File: config.mk
export PLATFORM = sky130hd
export DESIGN_NAME = c8core_fb
export DESIGN_NICKNAME = d
export VERILOG_FILES = /design/src/hdl/c8core_pkg.sv /design/src/hdl/c8core_fb.sv
export SDC_FILE = /design/constraint.sdc
export NUM_CORES = 2
export LEC_CHECK = 0
export ABC_CLOCK_PERIOD_IN_PS = 4450
export BUFFER_PORTS_ARGS = -buffer_cell sky130_fd_sc_hd__buf_2
export CAP_MARGIN = 40
export CORE_ASPECT_RATIO = 1.75
export CORE_MARGIN = 2
export CORE_UTILIZATION = 55
export DETAILED_ROUTE_END_ITERATION = 8
export PLACE_DENSITY = 0.72
export REMOVE_ABC_BUFFERS = 1
export SETUP_SLACK_MARGIN = 0.3
export SYNTH_ARGS = -nofsm -noshare
export SYNTH_HDL_FRONTEND = slang
export SYNTH_SLANG_ARGS = --single-unit
File: constraint.sdc
create_clock -name i_clk -period 4.45 [get_ports i_clk]
set_input_delay 0.89 -clock i_clk [delete_from_list [all_inputs] [get_ports i_clk]]
set_output_delay 0.89 -clock i_clk [all_outputs]
set_load 0.1 [all_outputs]
File: src/hdl/c8core_pkg.sv
// Shared types and constants for the CHIP-8 instruction core.
package c8core_pkg;

    localparam int MemBytes   = 4096;
    localparam int ScreenW    = 64;
    localparam int ScreenH    = 32;
    localparam int StackDepth = 16;

    localparam logic [11:0] START_PC = 12'h200;

    localparam logic [1:0] FUNC_WRITE = 2'd0;
    localparam logic [1:0] FUNC_EXEC  = 2'd1;
    localparam logic [1:0] FUNC_TICK  = 2'd2;
    localparam logic [1:0] FUNC_ROW   = 2'd3;

    localparam logic [2:0] ST_OK      = 3'd0;
    localparam logic [2:0] ST_EMPTY   = 3'd1;
    localparam logic [2:0] ST_FULL    = 3'd2;
    localparam logic [2:0] ST_BADKEY  = 3'd3;
    localparam logic [2:0] ST_UNKNOWN = 3'd4;
    localparam logic [2:0] ST_WAIT    = 3'd5;

    localparam logic [15:0] OP_CLS = 16'h00E0;
    localparam logic [15:0] OP_RET = 16'h00EE;
    localparam logic [7:0]  KK_SKP  = 8'h9E;
    localparam logic [7:0]  KK_SKNP = 8'hA1;
    localparam logic [7:0]  KK_LDDT = 8'h07;
    localparam logic [7:0]  KK_WKEY = 8'h0A;
    localparam logic [7:0]  KK_SDT  = 8'h15;
    localparam logic [7:0]  KK_SST  = 8'h18;
    localparam logic [7:0]  KK_ADDI = 8'h1E;
    localparam logic [7:0]  KK_FONT = 8'h29;
    localparam logic [7:0]  KK_BCD  = 8'h33;
    localparam logic [7:0]  KK_STOR = 8'h55;
    localparam logic [7:0]  KK_LOAD = 8'h65;

    typedef struct packed {
        logic [1:0]  func;
        logic [11:0] addr;
        logic [7:0]  wdata;
        logic [15:0] keys;
        logic [7:0]  random_byte;
    } t_in_item;

    typedef struct packed {
        logic [2:0]  status;
        logic [11:0] pc_out;
        logic [15:0] opcode_out;
        logic [63:0] row_data;
        logic        sound_on;
    } t_out_item;

    // Memory request from the sequencer to the byte memory.
    typedef struct packed {
        logic        we;
        logic [11:0] addr;
        logic [7:0]  wdata;
    } t_mem_req;

endpackage

File: src/hdl/c8core_fb.sv
// Frame buffer: 32 rows of 64 pixels, one row read and one row written a cycle.
module c8core_fb (
    input  logic        i_clk,
    input  logic        i_rst_n,
    input  logic        i_clear,
    input  logic [4:0]  i_raddr,
    input  logic        i_we,
    input  logic [4:0]  i_waddr,
    input  logic [63:0] i_wdata,
    output logic [63:0] o_rdata
);
    import c8core_pkg::*;

    logic [63:0]      r_rows [ScreenH];
    logic [ScreenH-1:0] r_valid;
    logic [63:0]      r_rd;
    logic             r_rd_valid;

    always_ff @(posedge i_clk) begin
        if (!i_rst_n || i_clear) begin
            r_valid <= '0;
        end else if (i_we) begin
            r_valid[i_waddr] <= 1'b1;
        end
        if (i_we) begin
            r_rows[i_waddr] <= i_wdata;
        end
        r_rd       <= r_rows[i_raddr];
        r_rd_valid <= r_valid[i_raddr] && !(i_clear);
    end

    assign o_rdata = r_rd_valid ? r_rd : 64'd0;
endmodule

==> results.toml <==
[run_status]
status = "finished, final reports clean"

[grt]
track_usage = 0.258
grt_max_degree = 85
grt_pass1_wl_um = 270000
grt.overflow.total = 0
grt_pass1_vias = 37600
antenna_found_initial = 16

[cells_and_area]
drive_above_1_share = 0.336
layout.area.seq_um2 = 63400
syn2layout_area_growth_pct = 12.5
multi_input_area_um2 = 16600
final_nets = 3627
nFillCells = 9421
fin_cells = 5579

[synthesis]
synth_area_per_cell_um2 = 24.6
ys_async_sr_fraction = 0
synth-main-ff-cell = "edfxtp_1"
yosysWarnings = 0
ys_ff_latch = 2145
synth_cell_types = 32
syn_inst = 3278
synth_edf_count = 2048
ys_seq_area_frac = 0.787
netlist_area_um2 = 80600

[power_and_ir_drop]
vdd_drop_max_mv = 0.430
p_leak_nw = 28.5
powerDensity_nw_per_um2 = 442

[timing]
worstMarginPinSlew_ns = 0.924
timing.fmax_ghz = 0.281
hold_viol = 0
drv_slew = 0
clock_skew_ns = 0.0311
setup_viol = 0
fin_crit_sh = 0.799
grt_setup_unrepaired = "no"
fin_ws_ns = 0.895
relSlewSlack = 0.382
layout_min_cycle_time_ns = 3.55

[place]
port_buffers = 141
gp_congestion = 0.746
dp_hpwl_um = 96600
dp.cells = 5242
dp_slack_ns = 1.12

[floorplanning]
num_rows = 185
io_pins = 142
die_w_um = 293
die_h_um = 510
dieArea_um2 = 150000
start_util = 0.554
core_region_area_um2 = 145000

[clock_tree]
cts_buffer_depth = 3
cts_hold_buffers = 0
cts_tree = "done"
clock_sinks = 2145
cts_resized = 0
worstSkewPairLatency_ns = 0.80
clk_pin_slew_ns = 0.07
root_buffer = "clkbuf_16"
htreeDepth = 4
cts_setup_buffers = 0
cts_buffers = 175

[detailed_routing]
drc = 0
dr.pass1.iters = 8
wirelength_um = 190000
antenna_left = 0
via_per_inst = 6.58
wl_per_cell_um = 34.1
num_vias = 36700
drtIter0Drc = 4697

[worst_hold_path]
hp-class = "register to register"

[worst_setup_path]
cp-start-kind = "register"
crit_path_max_incr_delay_ns = 0.67
path_class = "register to primary output"
path_delay_family = "buffers and inverters"
timing.critical_path.buf_inv = 2
crit_chain = "buf_4, and2_1, buf_2"
critPathMaxFanout = 24
arrival_ns = 2.66
cp-end-kind = "primary output"
cp_slowest_cell = "dfxtp_4"
worst-endpoint-required_ns = 3.56

[job]
cap_violations = 0
cell usage after synthesis, drive strengths merged, types with 2 or more instances:
cell type / count / share of area
o21ai: 3 / 0.00019
nand3: 2 / 0.00012
nand2: 24 / 0.0011
mux4: 605 / 0.17
mux2i: 41 / 0.0051
nand3b: 5 / 0.00047
buf: 97 / 0.0065
a2bb2oi: 4 / 0.00043
nor2: 39 / 0.0018
o21a: 33 / 0.0031
and2: 65 / 0.0050
nor2b: 5 / 0.00039
or3b: 3 / 0.00033
a221oi: 21 / 0.0023
a31oi: 3 / 0.00023
a221o: 5 / 0.00062
dfxtp: 97 / 0.024
edfxtp: 2048 / 0.76
mux2: 74 / 0.010
a21oi: 10 / 0.00062
clkbuf: 75 / 0.0035
o22ai: 12 / 0.00093
inv: 3 / 0.00014
registers in the layout (all words and copies together), names as in the netlist:
| signal | flops |
|---|---|
| r_rows | 2048 |
| r_rd | 64 |
| r_valid | 32 |
| r_rd_valid | 1 |
power breakdown:
group	switching, W	leakage, nW	internal (W)
Sequential	0.000113	19.3	0.0224
Combinational	0.00126	6.46	0.000848
Clock	0.00697	2.77	0.00845
Total	0.00834	28.5	0.0317
layout by cell type (no fill, tap or decap), drive strengths merged, types with 33 or more instances in the layout:
cell type  netlist  layout
clkinv           0      45
nor2            39      39
clkbuf          75     247
dfxtp           97      97
mux4           605     605
mux2            74      74
edfxtp        2048    2048
and2            65      65
mux2i           41      41
buf             97     266
o21a            33      33
through the flow:
stage	hold slack [ns]	util	instance area, um2	power (W)	TNS [ns]
2_1_floorplan	0.435	-	79800	0.0241	-184.13
3_3_place_gp	0.441	0.583	84800	0.0250	0
3_5_place_dp	0.453	0.584	84900	0.0251	0
4_1_cts	0.455	0.623	90600	0.0403	0
5_1_grt	0.485	0.623	90600	0.0411	0
6_report	0.468	0.624	90600	0.0400	0
metal layers:
layer	vias to the layer above	part of all wire	global-route usage
met4	10	0.032	0.0843
met3	349	0.079	0.0412
met2	1874	0.52	0.446
li1	14600	-	-
met5	-	0.00029	0
met1	19900	0.36	0.339
layout make-up:
cell class,instances,share of cell area
Clock buffer,247,0.0537
Timing Repair Buffer,266,0.0280
Antenna cell,12,0.000331
Inverter,3,0.000290
Clock inverter,78,0.00910
Tap cell,1870,0.0258
Multi-Input combinational cell,958,0.183
Sequential cell,2145,0.700
cells by family (layout without fill, tap and decap cells):
group                  after synthesis  in the layout  synth area share
buffers and inverters              175            594            0.0101
DFF                               2145           2145             0.787
and+or+nand+nor                    146            146           0.00953
AOI/OAI and AO/OA                   92             92           0.00849
other                                0             12                 0
muxes                              720            720             0.185
worst paths after layout:
check | start | slack [ns] | depth (start not counted) | endpoint
worst max-delay path | r_rd_valid$_DFF_P_ | 0.90 | 3 | o_rdata[38]
worst min-delay path | r_valid[27]$_SDFFE_PP0P_ | 0.47 | 1 | r_valid[27]$_SDFFE_PP0P_
worst max register to register | r_rows[13][54]$_DFFE_PP_ | 2.63 | 3 | r_rd[54]$_DFF_P_
worst min register to register | r_valid[27]$_SDFFE_PP0P_ | 0.47 | 1 | r_valid[27]$_SDFFE_PP0P_
Power figures use the tool's default switching activity.
